==> src/design/ftc_pkg.sv <==
// ----------------------------------------------------------------------------
// ftc_pkg
// shared types and constants of the force trigger capture block
// ----------------------------------------------------------------------------
`default_nettype none

package ftc_pkg;

  localparam int unsigned THR_W  = 15;
  localparam int unsigned TIME_W = 32;
  localparam int unsigned FRC_W  = 16;
  localparam int unsigned DSP_W  = 24;

  // configuration register indexes
  localparam logic REG_LOW  = 1'b0;
  localparam logic REG_HIGH = 1'b1;

  // input action codes
  localparam logic ACT_SAMPLE = 1'b0;
  localparam logic ACT_CANCEL = 1'b1;

  // result kinds
  localparam logic KIND_STATUS = 1'b0;
  localparam logic KIND_SAMPLE = 1'b1;

  localparam logic [THR_W-1:0]        LOW_RESET   = 15'd100;
  localparam logic [THR_W-1:0]        HIGH_RESET  = 15'd1000;
  localparam logic signed [FRC_W-1:0] FRC_RESET   = 16'sd100;
  localparam logic signed [DSP_W-1:0] DISP_FAR    = 24'sd100000;
  localparam logic signed [DSP_W-1:0] DISP_FAR_NG = -24'sd100000;

  typedef struct packed {
    logic [TIME_W-1:0]        tstamp;
    logic signed [FRC_W-1:0]  frc;
    logic signed [DSP_W-1:0]  dsp;
  } sample_t;

  typedef struct packed {
    logic                     kind;
    logic                     armed;
    logic [TIME_W-1:0]        tstamp;
    logic signed [FRC_W-1:0]  frc;
    logic signed [DSP_W-1:0]  dsp;
    logic                     last;
    logic signed [FRC_W-1:0]  live_pf;
    logic signed [DSP_W-1:0]  live_ld;
    logic signed [DSP_W-1:0]  live_hd;
    logic signed [FRC_W-1:0]  sav_pf;
    logic signed [DSP_W-1:0]  sav_ld;
    logic signed [DSP_W-1:0]  sav_hd;
  } result_t;

endpackage

`default_nettype wire

==> src/design/force_trigger_capture.sv <==
// ----------------------------------------------------------------------------
// force_trigger_capture
// hysteresis triggered capture of time, force and displacement samples
// ----------------------------------------------------------------------------
// usage
//   input channel (in_valid / in_stall): one item is a new sample or a cancel.
//   each sample is written into a ring of the newest DEPTH samples in a ram.
//   result channel (out_valid / out_stall): every item gives one status item,
//   except a sample that completes a run of at least MIN_RUN samples, which
//   gives the run samples oldest first, the final one flagged out_last_of_run.
//   cfg_wr_en / cfg_index / cfg_wdata write the low and high thresholds; write
//   them only while the block is idle.
// timing
//   after an accept, in_stall stays high until the item's status item or last
//   run sample is loaded into the free output register. a trigger end walks
//   back through the ring one stored sample per cycle (one ram read port),
//   then dumps the run one sample per cycle unless out_stall holds it.
// reset
//   synchronous rst_n clears the ring count, write slot, armed flag, both
//   thresholds and all extrema to their start values; the ram needs no pass.
// stall
//   the output register holds its item while out_stall is high; an item is
//   still accepted while a result waits, then the block waits for the register
// ----------------------------------------------------------------------------
`default_nettype none

module force_trigger_capture import ftc_pkg::*; #(
  parameter int DEPTH   = 32,
  parameter int MIN_RUN = 5
) (
  input  wire logic                    clk,
  input  wire logic                    rst_n,
  // input channel
  input  wire logic                    in_valid,
  output      logic                    in_stall,
  input  wire logic                    in_action,
  input  wire logic [TIME_W-1:0]       in_sample_time,
  input  wire logic signed [FRC_W-1:0] in_sample_force,
  input  wire logic signed [DSP_W-1:0] in_sample_displacement,
  // configuration write port
  input  wire logic                    cfg_wr_en,
  input  wire logic                    cfg_index,
  input  wire logic [THR_W-1:0]        cfg_wdata,
  // result channel
  output      logic                    out_valid,
  input  wire logic                    out_stall,
  output      logic                    out_result_kind,
  output      logic                    out_armed,
  output      logic [TIME_W-1:0]       out_time,
  output      logic signed [FRC_W-1:0] out_force,
  output      logic signed [DSP_W-1:0] out_displacement,
  output      logic                    out_last_of_run,
  output      logic signed [FRC_W-1:0] out_live_peak_force,
  output      logic signed [DSP_W-1:0] out_live_low_disp,
  output      logic signed [DSP_W-1:0] out_live_high_disp,
  output      logic signed [FRC_W-1:0] out_saved_peak_force,
  output      logic signed [DSP_W-1:0] out_saved_low_disp,
  output      logic signed [DSP_W-1:0] out_saved_high_disp
);

  localparam int SLOT_W = $clog2(DEPTH);

  // ram port between sequencer and sample ring
  logic              ram_we;
  logic [SLOT_W-1:0] ram_waddr;
  sample_t           ram_wdata;
  logic              ram_re;
  logic [SLOT_W-1:0] ram_raddr;
  logic [$bits(sample_t)-1:0] ram_rdata;

  // sequencer to output register
  logic    res_load;
  logic    out_free;
  result_t res;
  result_t out_res;

  // one ram word holds a whole sample
  ftc_ram #(
    .WIDTH ($bits(sample_t)),
    .DEPTH (DEPTH)
  ) u_ring (
    .clk   (clk),
    .we    (ram_we),
    .waddr (ram_waddr),
    .wdata (ram_wdata),
    .re    (ram_re),
    .raddr (ram_raddr),
    .rdata (ram_rdata)
  );

  // trigger decision, run scan and run dump
  ftc_seq #(
    .DEPTH   (DEPTH),
    .MIN_RUN (MIN_RUN)
  ) u_seq (
    .clk       (clk),
    .rst_n     (rst_n),
    .in_valid  (in_valid),
    .in_stall  (in_stall),
    .in_action (in_action),
    .in_tstamp (in_sample_time),
    .in_frc    (in_sample_force),
    .in_dsp    (in_sample_displacement),
    .cfg_wr_en (cfg_wr_en),
    .cfg_index (cfg_index),
    .cfg_wdata (cfg_wdata),
    .out_free  (out_free),
    .res_load  (res_load),
    .res       (res),
    .ram_we    (ram_we),
    .ram_waddr (ram_waddr),
    .ram_wdata (ram_wdata),
    .ram_re    (ram_re),
    .ram_raddr (ram_raddr),
    .ram_rdata (sample_t'(ram_rdata))
  );

  // result register decouples the sequencer from the receiver
  ftc_out u_out (
    .clk       (clk),
    .rst_n     (rst_n),
    .res_load  (res_load),
    .res       (res),
    .out_free  (out_free),
    .out_valid (out_valid),
    .out_stall (out_stall),
    .out_res   (out_res)
  );

  // unpack the result item onto its ports
  assign out_result_kind      = out_res.kind;
  assign out_armed            = out_res.armed;
  assign out_time             = out_res.tstamp;
  assign out_force            = out_res.frc;
  assign out_displacement     = out_res.dsp;
  assign out_last_of_run      = out_res.last;
  assign out_live_peak_force  = out_res.live_pf;
  assign out_live_low_disp    = out_res.live_ld;
  assign out_live_high_disp   = out_res.live_hd;
  assign out_saved_peak_force = out_res.sav_pf;
  assign out_saved_low_disp   = out_res.sav_ld;
  assign out_saved_high_disp  = out_res.sav_hd;

endmodule

`default_nettype wire

==> src/design/ftc_ram.sv <==
// ----------------------------------------------------------------------------
// ftc_ram
// generic single write, single read ram with registered read data
// ----------------------------------------------------------------------------
`default_nettype none

module ftc_ram #(
  parameter int WIDTH = 72,
  parameter int DEPTH = 32
) (
  input  wire logic                     clk,
  input  wire logic                     we,
  input  wire logic [$clog2(DEPTH)-1:0] waddr,
  input  wire logic [WIDTH-1:0]         wdata,
  input  wire logic                     re,
  input  wire logic [$clog2(DEPTH)-1:0] raddr,
  output      logic [WIDTH-1:0]         rdata
);

  logic [WIDTH-1:0] mem [DEPTH];
  logic [WIDTH-1:0] rdata_r;

  always_ff @(posedge clk) begin
    if (we) begin
      mem[waddr] <= wdata;
    end
    if (re) begin
      rdata_r <= mem[raddr];
    end
  end

  assign rdata = rdata_r;

endmodule

`default_nettype wire

==> src/design/ftc_seq.sv <==
// ----------------------------------------------------------------------------
// ftc_seq
// sequencer: ring pointers, trigger logic, backward run scan, run emission
// ----------------------------------------------------------------------------
`default_nettype none

module ftc_seq import ftc_pkg::*; #(
  parameter int DEPTH   = 32,
  parameter int MIN_RUN = 5
) (
  input  wire logic                      clk,
  input  wire logic                      rst_n,
  input  wire logic                      in_valid,
  output      logic                      in_stall,
  input  wire logic                      in_action,
  input  wire logic [TIME_W-1:0]         in_tstamp,
  input  wire logic signed [FRC_W-1:0]   in_frc,
  input  wire logic signed [DSP_W-1:0]   in_dsp,
  input  wire logic                      cfg_wr_en,
  input  wire logic                      cfg_index,
  input  wire logic [THR_W-1:0]          cfg_wdata,
  input  wire logic                      out_free,
  output      logic                      res_load,
  output      result_t                   res,
  output      logic                      ram_we,
  output      logic [$clog2(DEPTH)-1:0]  ram_waddr,
  output      sample_t                   ram_wdata,
  output      logic                      ram_re,
  output      logic [$clog2(DEPTH)-1:0]  ram_raddr,
  input  wire sample_t                   ram_rdata
);

  localparam int SLOT_W = $clog2(DEPTH);
  localparam int CNT_W  = $clog2(DEPTH + 1);

  localparam logic [1:0] ST_IDLE = 2'd0;
  localparam logic [1:0] ST_STAT = 2'd1;
  localparam logic [1:0] ST_SCAN = 2'd2;
  localparam logic [1:0] ST_EMIT = 2'd3;

  function automatic logic [SLOT_W-1:0] slot_inc(input logic [SLOT_W-1:0] s);
    return (s == SLOT_W'(DEPTH - 1)) ? '0 : s + 1'b1;
  endfunction

  function automatic logic [SLOT_W-1:0] slot_dec(input logic [SLOT_W-1:0] s);
    return (s == '0) ? SLOT_W'(DEPTH - 1) : s - 1'b1;
  endfunction

  function automatic logic signed [FRC_W-1:0] max_f(input logic signed [FRC_W-1:0] a,
                                                   input logic signed [FRC_W-1:0] b);
    return (b > a) ? b : a;
  endfunction

  function automatic logic signed [DSP_W-1:0] max_d(input logic signed [DSP_W-1:0] a,
                                                   input logic signed [DSP_W-1:0] b);
    return (b > a) ? b : a;
  endfunction

  function automatic logic signed [DSP_W-1:0] min_d(input logic signed [DSP_W-1:0] a,
                                                   input logic signed [DSP_W-1:0] b);
    return (b < a) ? b : a;
  endfunction

  logic [1:0]              state_r, state_nxt;
  logic [THR_W-1:0]        lo_r, lo_nxt, hi_r, hi_nxt;
  logic [SLOT_W-1:0]       wslot_r, wslot_nxt;
  logic [CNT_W-1:0]        count_r, count_nxt;
  logic                    armed_r, armed_nxt;
  logic signed [FRC_W-1:0] prev_f_r, prev_f_nxt;
  logic signed [FRC_W-1:0] live_pf_r, live_pf_nxt;
  logic signed [DSP_W-1:0] live_ld_r, live_ld_nxt, live_hd_r, live_hd_nxt;
  logic signed [FRC_W-1:0] sav_pf_r, sav_pf_nxt;
  logic signed [DSP_W-1:0] sav_ld_r, sav_ld_nxt, sav_hd_r, sav_hd_nxt;
  logic signed [FRC_W-1:0] cur_f_r, cur_f_nxt;
  logic signed [DSP_W-1:0] cur_d_r, cur_d_nxt;
  logic [CNT_W-1:0]        idx_r, idx_nxt;
  logic [SLOT_W-1:0]       scan_slot_r, scan_slot_nxt;
  logic signed [FRC_W-1:0] acc_pf_r, acc_pf_nxt;
  logic signed [DSP_W-1:0] acc_ld_r, acc_ld_nxt, acc_hd_r, acc_hd_nxt;
  logic [CNT_W-1:0]        left_r, left_nxt;
  logic [SLOT_W-1:0]       rd_slot_r, rd_slot_nxt;

  logic signed [FRC_W-1:0] lo_s, hi_s;
  logic                    accept, arm_set, armed_mid, fin, stop;
  logic signed [FRC_W-1:0] scan_pf;
  logic signed [DSP_W-1:0] scan_ld, scan_hd;
  logic [CNT_W-1:0]        run_len;
  logic                    run_ok;

  always_comb begin
    lo_s      = signed'({1'b0, lo_r});
    hi_s      = signed'({1'b0, hi_r});
    accept    = (state_r == ST_IDLE) && in_valid;
    // trigger needs a previous stored sample
    arm_set   = (count_r != '0) && !armed_r && (prev_f_r < hi_s) && (hi_s <= in_frc);
    armed_mid = armed_r || arm_set;
    fin       = (count_r != '0) && armed_mid && (in_frc <= lo_s) && (lo_s < prev_f_r);
    scan_pf   = max_f(acc_pf_r, ram_rdata.frc);
    scan_ld   = min_d(acc_ld_r, ram_rdata.dsp);
    scan_hd   = max_d(acc_hd_r, ram_rdata.dsp);
    stop      = (ram_rdata.frc < lo_s) || (idx_r == '0);
    run_len   = count_r - idx_r;
    run_ok    = 32'(run_len) >= 32'(MIN_RUN);
  end

  always_comb begin
    state_nxt     = state_r;
    lo_nxt        = lo_r;
    hi_nxt        = hi_r;
    wslot_nxt     = wslot_r;
    count_nxt     = count_r;
    armed_nxt     = armed_r;
    prev_f_nxt    = prev_f_r;
    live_pf_nxt   = live_pf_r;
    live_ld_nxt   = live_ld_r;
    live_hd_nxt   = live_hd_r;
    sav_pf_nxt    = sav_pf_r;
    sav_ld_nxt    = sav_ld_r;
    sav_hd_nxt    = sav_hd_r;
    cur_f_nxt     = cur_f_r;
    cur_d_nxt     = cur_d_r;
    idx_nxt       = idx_r;
    scan_slot_nxt = scan_slot_r;
    acc_pf_nxt    = acc_pf_r;
    acc_ld_nxt    = acc_ld_r;
    acc_hd_nxt    = acc_hd_r;
    left_nxt      = left_r;
    rd_slot_nxt   = rd_slot_r;

    in_stall      = (state_r != ST_IDLE);
    ram_we        = 1'b0;
    ram_waddr     = wslot_r;
    ram_wdata     = '{tstamp: in_tstamp, frc: in_frc, dsp: in_dsp};
    ram_re        = 1'b0;
    ram_raddr     = slot_dec(wslot_r);
    res_load      = 1'b0;

    res.kind    = KIND_STATUS;
    res.armed   = armed_r;
    res.tstamp  = '0;
    res.frc     = '0;
    res.dsp     = '0;
    res.last    = 1'b1;
    res.live_pf = live_pf_r;
    res.live_ld = live_ld_r;
    res.live_hd = live_hd_r;
    res.sav_pf  = sav_pf_r;
    res.sav_ld  = sav_ld_r;
    res.sav_hd  = sav_hd_r;

    if (cfg_wr_en) begin
      unique case (cfg_index)
        REG_LOW:  lo_nxt = cfg_wdata;
        REG_HIGH: hi_nxt = cfg_wdata;
        default:  ;
      endcase
    end

    unique case (state_r)
      ST_IDLE: begin
        if (accept) begin
          if (in_action == ACT_CANCEL) begin
            armed_nxt = 1'b0;
            state_nxt = ST_STAT;
          end else begin
            ram_we     = 1'b1;
            wslot_nxt  = slot_inc(wslot_r);
            count_nxt  = (count_r == CNT_W'(DEPTH)) ? count_r : count_r + 1'b1;
            prev_f_nxt = in_frc;
            cur_f_nxt  = in_frc;
            cur_d_nxt  = in_dsp;
            if (fin) begin
              // previous sample read now, walk back from it
              armed_nxt     = 1'b0;
              ram_re        = 1'b1;
              idx_nxt       = count_nxt - CNT_W'(2);
              scan_slot_nxt = slot_dec(wslot_r);
              acc_pf_nxt    = max_f(lo_s, in_frc);
              acc_ld_nxt    = min_d(DISP_FAR, in_dsp);
              acc_hd_nxt    = max_d(DISP_FAR_NG, in_dsp);
              state_nxt     = ST_SCAN;
            end else begin
              armed_nxt   = armed_mid;
              live_pf_nxt = max_f(live_pf_r, in_frc);
              live_ld_nxt = min_d(live_ld_r, in_dsp);
              live_hd_nxt = max_d(live_hd_r, in_dsp);
              state_nxt   = ST_STAT;
            end
          end
        end
      end
      ST_STAT: begin
        res_load = out_free;
        if (out_free) begin
          state_nxt = ST_IDLE;
        end
      end
      ST_SCAN: begin
        if (!stop) begin
          acc_pf_nxt    = scan_pf;
          acc_ld_nxt    = scan_ld;
          acc_hd_nxt    = scan_hd;
          idx_nxt       = idx_r - 1'b1;
          scan_slot_nxt = slot_dec(scan_slot_r);
          ram_re        = 1'b1;
          ram_raddr     = slot_dec(scan_slot_r);
        end else if (run_ok) begin
          sav_pf_nxt  = scan_pf;
          sav_ld_nxt  = scan_ld;
          sav_hd_nxt  = scan_hd;
          count_nxt   = CNT_W'(1);
          live_pf_nxt = max_f(lo_s, cur_f_r);
          live_ld_nxt = min_d(DISP_FAR, cur_d_r);
          live_hd_nxt = max_d(DISP_FAR_NG, cur_d_r);
          ram_re      = 1'b1;
          ram_raddr   = scan_slot_r;
          rd_slot_nxt = scan_slot_r;
          left_nxt    = run_len;
          state_nxt   = ST_EMIT;
        end else begin
          live_pf_nxt = max_f(live_pf_r, cur_f_r);
          live_ld_nxt = min_d(live_ld_r, cur_d_r);
          live_hd_nxt = max_d(live_hd_r, cur_d_r);
          state_nxt   = ST_STAT;
        end
      end
      ST_EMIT: begin
        res.kind   = KIND_SAMPLE;
        res.tstamp = ram_rdata.tstamp;
        res.frc    = ram_rdata.frc;
        res.dsp    = ram_rdata.dsp;
        res.last   = (left_r == CNT_W'(1));
        res_load   = out_free;
        if (out_free) begin
          if (left_r == CNT_W'(1)) begin
            state_nxt = ST_IDLE;
          end else begin
            left_nxt    = left_r - 1'b1;
            rd_slot_nxt = slot_inc(rd_slot_r);
            ram_re      = 1'b1;
            ram_raddr   = slot_inc(rd_slot_r);
          end
        end
      end
      default: state_nxt = ST_IDLE;
    endcase
  end

  always_ff @(posedge clk) begin
    if (!rst_n) begin
      state_r   <= ST_IDLE;
      lo_r      <= LOW_RESET;
      hi_r      <= HIGH_RESET;
      wslot_r   <= '0;
      count_r   <= '0;
      armed_r   <= 1'b0;
      live_pf_r <= FRC_RESET;
      live_ld_r <= DISP_FAR;
      live_hd_r <= DISP_FAR_NG;
      sav_pf_r  <= FRC_RESET;
      sav_ld_r  <= '0;
      sav_hd_r  <= '0;
    end else begin
      state_r   <= state_nxt;
      lo_r      <= lo_nxt;
      hi_r      <= hi_nxt;
      wslot_r   <= wslot_nxt;
      count_r   <= count_nxt;
      armed_r   <= armed_nxt;
      live_pf_r <= live_pf_nxt;
      live_ld_r <= live_ld_nxt;
      live_hd_r <= live_hd_nxt;
      sav_pf_r  <= sav_pf_nxt;
      sav_ld_r  <= sav_ld_nxt;
      sav_hd_r  <= sav_hd_nxt;
    end
  end

  always_ff @(posedge clk) begin
    prev_f_r    <= prev_f_nxt;
    cur_f_r     <= cur_f_nxt;
    cur_d_r     <= cur_d_nxt;
    idx_r       <= idx_nxt;
    scan_slot_r <= scan_slot_nxt;
    acc_pf_r    <= acc_pf_nxt;
    acc_ld_r    <= acc_ld_nxt;
    acc_hd_r    <= acc_hd_nxt;
    left_r      <= left_nxt;
    rd_slot_r   <= rd_slot_nxt;
  end

endmodule

`default_nettype wire

==> src/design/ftc_out.sv <==
// ----------------------------------------------------------------------------
// ftc_out
// result output register with valid and stall handshake
// ----------------------------------------------------------------------------
`default_nettype none

module ftc_out import ftc_pkg::*; (
  input  wire logic    clk,
  input  wire logic    rst_n,
  input  wire logic    res_load,
  input  wire result_t res,
  output      logic    out_free,
  output      logic    out_valid,
  input  wire logic    out_stall,
  output      result_t out_res
);

  logic    valid_r, valid_nxt;
  result_t res_r;

  always_comb begin
    out_free  = !valid_r || !out_stall;
    valid_nxt = res_load || (valid_r && out_stall);
  end

  always_ff @(posedge clk) begin
    if (!rst_n) begin
      valid_r <= 1'b0;
    end else begin
      valid_r <= valid_nxt;
    end
  end

  always_ff @(posedge clk) begin
    if (res_load) begin
      res_r <= res;
    end
  end

  assign out_valid = valid_r;
  assign out_res   = res_r;

endmodule

`default_nettype wire

==> config.mk <==
export PLATFORM = sky130hd
export DESIGN_NAME = force_trigger_capture
export DESIGN_NICKNAME = d
export VERILOG_FILES = /design/src/design/ftc_pkg.sv /design/src/design/force_trigger_capture.sv /design/src/design/ftc_ram.sv /design/src/design/ftc_seq.sv /design/src/design/ftc_out.sv
export SDC_FILE = /design/constraint.sdc
export NUM_CORES = 2
export LEC_CHECK = 0
export ABC_CLOCK_PERIOD_IN_PS = 16079
export BUFFER_PORTS_ARGS = -buffer_cell sky130_fd_sc_hd__buf_2
export CORE_MARGIN = 2
export CORE_UTILIZATION = 30
export DETAILED_ROUTE_END_ITERATION = 10
export MAX_ROUTING_LAYER = met4
export PLACE_DENSITY = 0.52
export RECOVER_POWER = 100
export REMOVE_ABC_BUFFERS = 1
export SLEW_MARGIN = 20
export SYNTH_ARGS = -nofsm -noshare
export SYNTH_HDL_FRONTEND = slang
export SYNTH_SLANG_ARGS = --single-unit
==> constraint.sdc <==
create_clock -name clk -period 16.08 [get_ports clk]
set_clock_uncertainty 0.1 [all_clocks]
set_input_delay 1.608 -clock clk [delete_from_list [all_inputs] [get_ports clk]]
set_output_delay 1.608 -clock clk [all_outputs]
set_load 0.01 [all_outputs]
Word-level counts from Yosys, hierarchy flattened:

Memories as Yosys holds them, arrays and structs flattened. A register that Yosys moved wholly into a read port is not among the register bits.
Index checks and enable logic that the tools add are counted.

* $add $sub $neg: 9
* magnitude comparators: 21
* equal/unequal tests: 24
* mux-type cells: 109
* bitwise logic cells: 2
* reduce and logical (&&, ||, !) cells: 36

Operators with widths (number)
* $mux 24: 28
* $mux 16: 14
* $pmux 24 s2: 4
* $gt 16x16->1: 5
* $mux 5: 16
* $mux 6: 13
* $gt 24x24->1: 3
* $lt 24x24->1: 3
* $pmux 16 s2: 2
* $gt 24x18->1 const B: 2
* $lt 16x16->1: 3
* $lt 24x18->1 const B: 2
* $pmux 6 s2: 3
* $le 16x16->1: 2
* $pmux 5 s2: 3
* $reduce_and 7->1: 3
* $reduce_and 5->1: 4
* $ne 2x2->1 const B: 9
* $mux 1: 16
* $mux 2: 8
* $sub 6x1->6 const B: 2
* $add 5x1->5 const B: 2
* $eq 5x5->1 const B: 2
* $logic_not 5->1: 2
* other kinds (24): 50

* register bits after elaboration: 502
* bits in writable memories: 2304
* bits of input ports: 94
* output and inout port bits: 205
* word-level logic and storage cells: 236
* memories: 1

Memories
* u_ring.mem: depth 32, bits a word 72, read ports 1, clocked after memory_dff 1, write ports 1, line ftc_ram.sv:20 `logic [WIDTH-1:0] mem [DEPTH];`

Depth between registers and ports, before layout:

* depth in word-level cells: 12
* mapped depth: 21
* depth with buffers taken out: 19

Modules after synthesis:

From an unflattened synthesis, not the netlist that was laid out.

* cells, all modules: 6844
* area total of the unflattened synthesis: 117331.3 sq um

By module, submodules not included
* ftc_ram: instances 1, cells an instance 4208, area each 89833.7 sq um
* ftc_seq: instances 1, cells an instance 2429, area each 21366.7 sq um
* ftc_out: instances 1, cells an instance 207, area each 6130.9 sq um

Worst setup path after synthesis:

No wires, ideal clock.

* path kind: input port to flip-flop
* start: input port in_action
* end: memory u_ring.mem[13][0], enable pin
* setup time: 503 ps
* arrival time: 7180 ps
* data required time: 15477 ps
* slack: 8297 ps
* stages: 7
* buffers on the path: 2
* path through: nand2b_1 or2_2 clkbuf_1 inv_1 clkbuf_1 nand2_1 nor2_1

* word-level cells in the longest chain between the ends: 5

Ends and longest elaborated chain
* from (decl): line force_trigger_capture.sv:36 `input wire logic in_action,`
* $mux 1: line ftc_seq.sv:162 `if (in_action == ACT_CANCEL) begin`
* $mux 1: line ftc_seq.sv:161 `if (accept) begin`
* $mux 1: line ftc_seq.sv:159 `unique case (state_r)`
* $mux 1: line ftc_ram.sv:24 `if (we) begin`
* $mux 1 (implied by the code): line ftc_ram.sv:25 `mem[waddr] <= wdata;`
* to (decl): line ftc_ram.sv:20

No other way between the ends.

Final worst setup path:

* start: register u_seq.state_r[1]
* end: memory u_ring.mem[13][67], enable pin

* word-level cells in the longest chain between the ends: 6

Ends and longest elaborated chain
* from (decl): line ftc_seq.sv:64 `logic [1:0] state_r, state_nxt;`
* from (signal assigned): line ftc_seq.sv:264 `state_r <= state_nxt;`
* $logic_not 2->1 (*): line ftc_seq.sv:93, ftc_seq.sv:159
* $logic_and 1x1->1: line ftc_seq.sv:93 `accept = (state_r == ST_IDLE) && in_valid;`
* $mux 1: line ftc_seq.sv:161
* $mux 1 (*): line ftc_seq.sv:159
* $mux 1 (*): line ftc_ram.sv:24
* $mux 1 (implied by the code) (*): line ftc_ram.sv:25

Mark *: on every way between the ends. The rest lies on a longest branch, timed or not.

==> results.cfg <==
[worst_hold_path]
holdCritPathClass = reg2reg

[timing]
period_minus_slack_ns = 11.46
setup_viol = 0
finalCritPeriodShare_pct = 71.2
timing.final.max_slew_violations = 4638
max_freq_ghz = 0.0873
slew-limit-headroom_pct = -210
setup_tns_ns = 0
finalHoldViolCount = 0
rsz0062_at_grt = no
tightest_slew_ns = 4.65

[grt]
grt_pass1_vias = 64500
antenna_found_initial = 46
grt_max_degree = 141
overflow = 0
grt_util_all_layers_pct = 18.8
grt_pass1_wl_um = 506000

[job]
drv_cap = 136

[clock_tree]
cts.sinks = 2878
path_clk_slew_ns = 0.06
cts-root-buf = clkbuf_16
cts_buffers = 320
h-tree-depth = 5
cts_buffer_depth = 4
clkLatencyLatePin_ns = 0.94
cts_resized = 0
post_cts_buffers = 0
cts_hold_buf = 0
tritoncts = built

[setup_path]
worstPathMaxFanout = 52
cpMaxStageDelayCell = clkbuf_1
critPathMostFrequentCell = clkbuf_1
cp-start-kind = register
arrival_ns = 11.43
cp-end-kind = register
worstPathRequired_ns = 16.05
critical_path_class = reg2reg
slowest_delay_ns = 3.21
path_cells = clkbuf_1, nor2_1, inv_1, or2_0, inv_1, nand2_1, nor2_1, clkbuf_1, clkbuf_1

[floorplan]
die_area_um2 = 390000
initial_core_util_pct = 30.2
coreArea_um2 = 383000
die_x_um = 625
io_pins = 299
die-height_um = 625
rows = 227

[final_layout]
final_common_cell = edfxtp_1
final_cell_mix = 2705 x edfxtp_1, 502 x mux4_2, 477 x nand2_1, 463 x clkbuf_1, 328 x clkbuf_16
drive_above_1_share_pct = 15.0
syn_to_final_growth_pct = 14.3
final_area_um2 = 132000
final_nets = 7280

[pwr]
p_leak_nw = 42.5
powerDensity_nw_per_um2 = 123
peakVddDrop_mv = 0.0833

[place]
dp.final_hpwl_um = 207000
port_buffers = 298
gp_congestion = 0.832
dpl_cell_area_um2 = 123000

[synthesis]
yosysWarnings = 0
synth_top_area_cell = edfxtp_1
async_reset_ff_share_pct = 0
synth_top_area_share_pct = 70.3
post_synth_num_cell_types = 89
syn_area_per_cell_um2 = 17.9
synthCells = 6472
ys_ff_latch = 2878
synth_edf_count = 2705
yosysSeqAreaShare_pct = 73.3
synth_area_um2 = 116000
yosys_most_used_dff = edfxtp_1
synthTopCellsByArea = edfxtp_1 70%, mux4_2 9.8%, ha_1 3.1%, dfxtp_1 3.0%, o22ai_1 1.6%

[route]
vias = 64700
antenna_left = 0
dr.pass1.iters = 5
post_drt_via_cell_ratio = 5.30
drc_errors = 0
routed_wl_um = 366000
dr.first_iter.drc_count = 7085
wire_per_inst_um = 29.9

[status]
violations = capacitance limit, slew limit
outcome = complete, but fails checks
synth_stat cells, drive strengths merged (52+ instances only):
library cell  count
edfxtp         2705
clkbuf          203
buf             148
mux4            504
and3             92
dfxtp           173
ha              285
a21o             60
nor2            132
nor4             80
o21ai           198
o22ai           301
inv             217
nand2           478
nand4            52
mux2i            67
a32oi            72
a21oi           223
per-stage QoR:
stage                     total power [W]  util, %  instances  hold WS, ns  setup WS [ns]
after CTS                          0.0165     34.8      12200        0.327           8.84
final                              0.0163     34.5      12200        0.325           4.62
after floorplan                   0.00926        -       6121        0.303         -37.70
after detailed placement          0.00941     32.2      11600        0.315           8.59
after global placement            0.00939     32.1      11600        0.315           8.51
after global routing               0.0168     34.5      12200        0.330           4.32
kinds of logic after synthesis:
| logic type | share of synthesized area [%] |
|---|---|
| AO/OA/AOI/OAI | 6.13 |
| buffers and inverters | 2.36 |
| AND/OR/NAND/NOR | 4.53 |
| multiplexers | 10.4 |
| flip-flops | 73.3 |
| XOR/XNOR | 0.188 |
| adder cells (fa/ha/maj) | 3.10 |
worst max-delay path: cells and delay by family (launching register included):
kind	cells	cell delay (ns)
buf+inv	5	6.77
flops	1	1.97
simple gates	4	1.62
flip-flops by register name (all words and copies together) (netlist names), 2 cells and up:
| signal | cells |
|---|---|
| u_ring.mem | 2304 |
| u_out.out_res | 203 |
| u_ring.rdata | 72 |
| u_seq.acc_hd_r | 24 |
| u_seq.acc_ld_r | 24 |
| u_seq.cur_d_r | 24 |
| u_seq.live_hd_r | 24 |
| u_seq.live_ld_r | 24 |
| u_seq.sav_hd_r | 24 |
| u_seq.sav_ld_r | 24 |
| u_seq.acc_pf_r | 16 |
| u_seq.live_pf_r | 16 |
| u_seq.prev_f_r | 16 |
| u_seq.sav_pf_r | 16 |
| u_seq.hi_r | 15 |
| u_seq.lo_r | 15 |
| u_seq.count_r | 6 |
| u_seq.idx_r | 6 |
| u_seq.left_r | 6 |
| u_seq.ram_waddr | 5 |
| u_seq.rd_slot_r | 5 |
| u_seq.scan_slot_r | 5 |
| u_seq.state_r | 2 |
metal layers:
layer / track usage [%] / vias to the layer above / routed length (µm)
li1: - / 27100 / -
met1: 24.9 / 34600 / 156000
met2: 30.7 / 2502 / 178000
met3: 2.33 / 528 / 22500
met4: 4.58 / 0 / 8910
met5: - / - / 0
area by class of cell:
cell class	count	area [µm²]
fill	36300	251000
sequential	2878	84700
multi-input combinational	3025	28300
clock buffer	426	8630
tap	5038	6300
timing repair buffer	457	2030
clock inverter	156	1330
inverter	218	818
antenna	17	42.5
path summary, 6_finish.rpt:
| kind | startpoint | endpoint | slack, ns | cells after the start |
|---|---|---|---|---|
| worst max-delay path | u_seq.state_r[1] | u_ring.mem[13][67] | 4.62 | 9 |
| worst min register to register | u_seq.sav_hd_r[9] | u_out.out_res[9] | 0.32 | 0 |
| worst min-delay path | u_seq.sav_hd_r[9] | u_out.out_res[9] | 0.32 | 0 |
| worst max register to register | u_seq.state_r[1] | u_ring.mem[13][67] | 4.62 | 9 |
power breakdown:
part	switching [W]	internal [W]
clock network	0.00306	0.00400
logic	0.000592	0.000297
registers	0.0000610	0.00829
No activity file was read; power rests on OpenSTA's default activity.
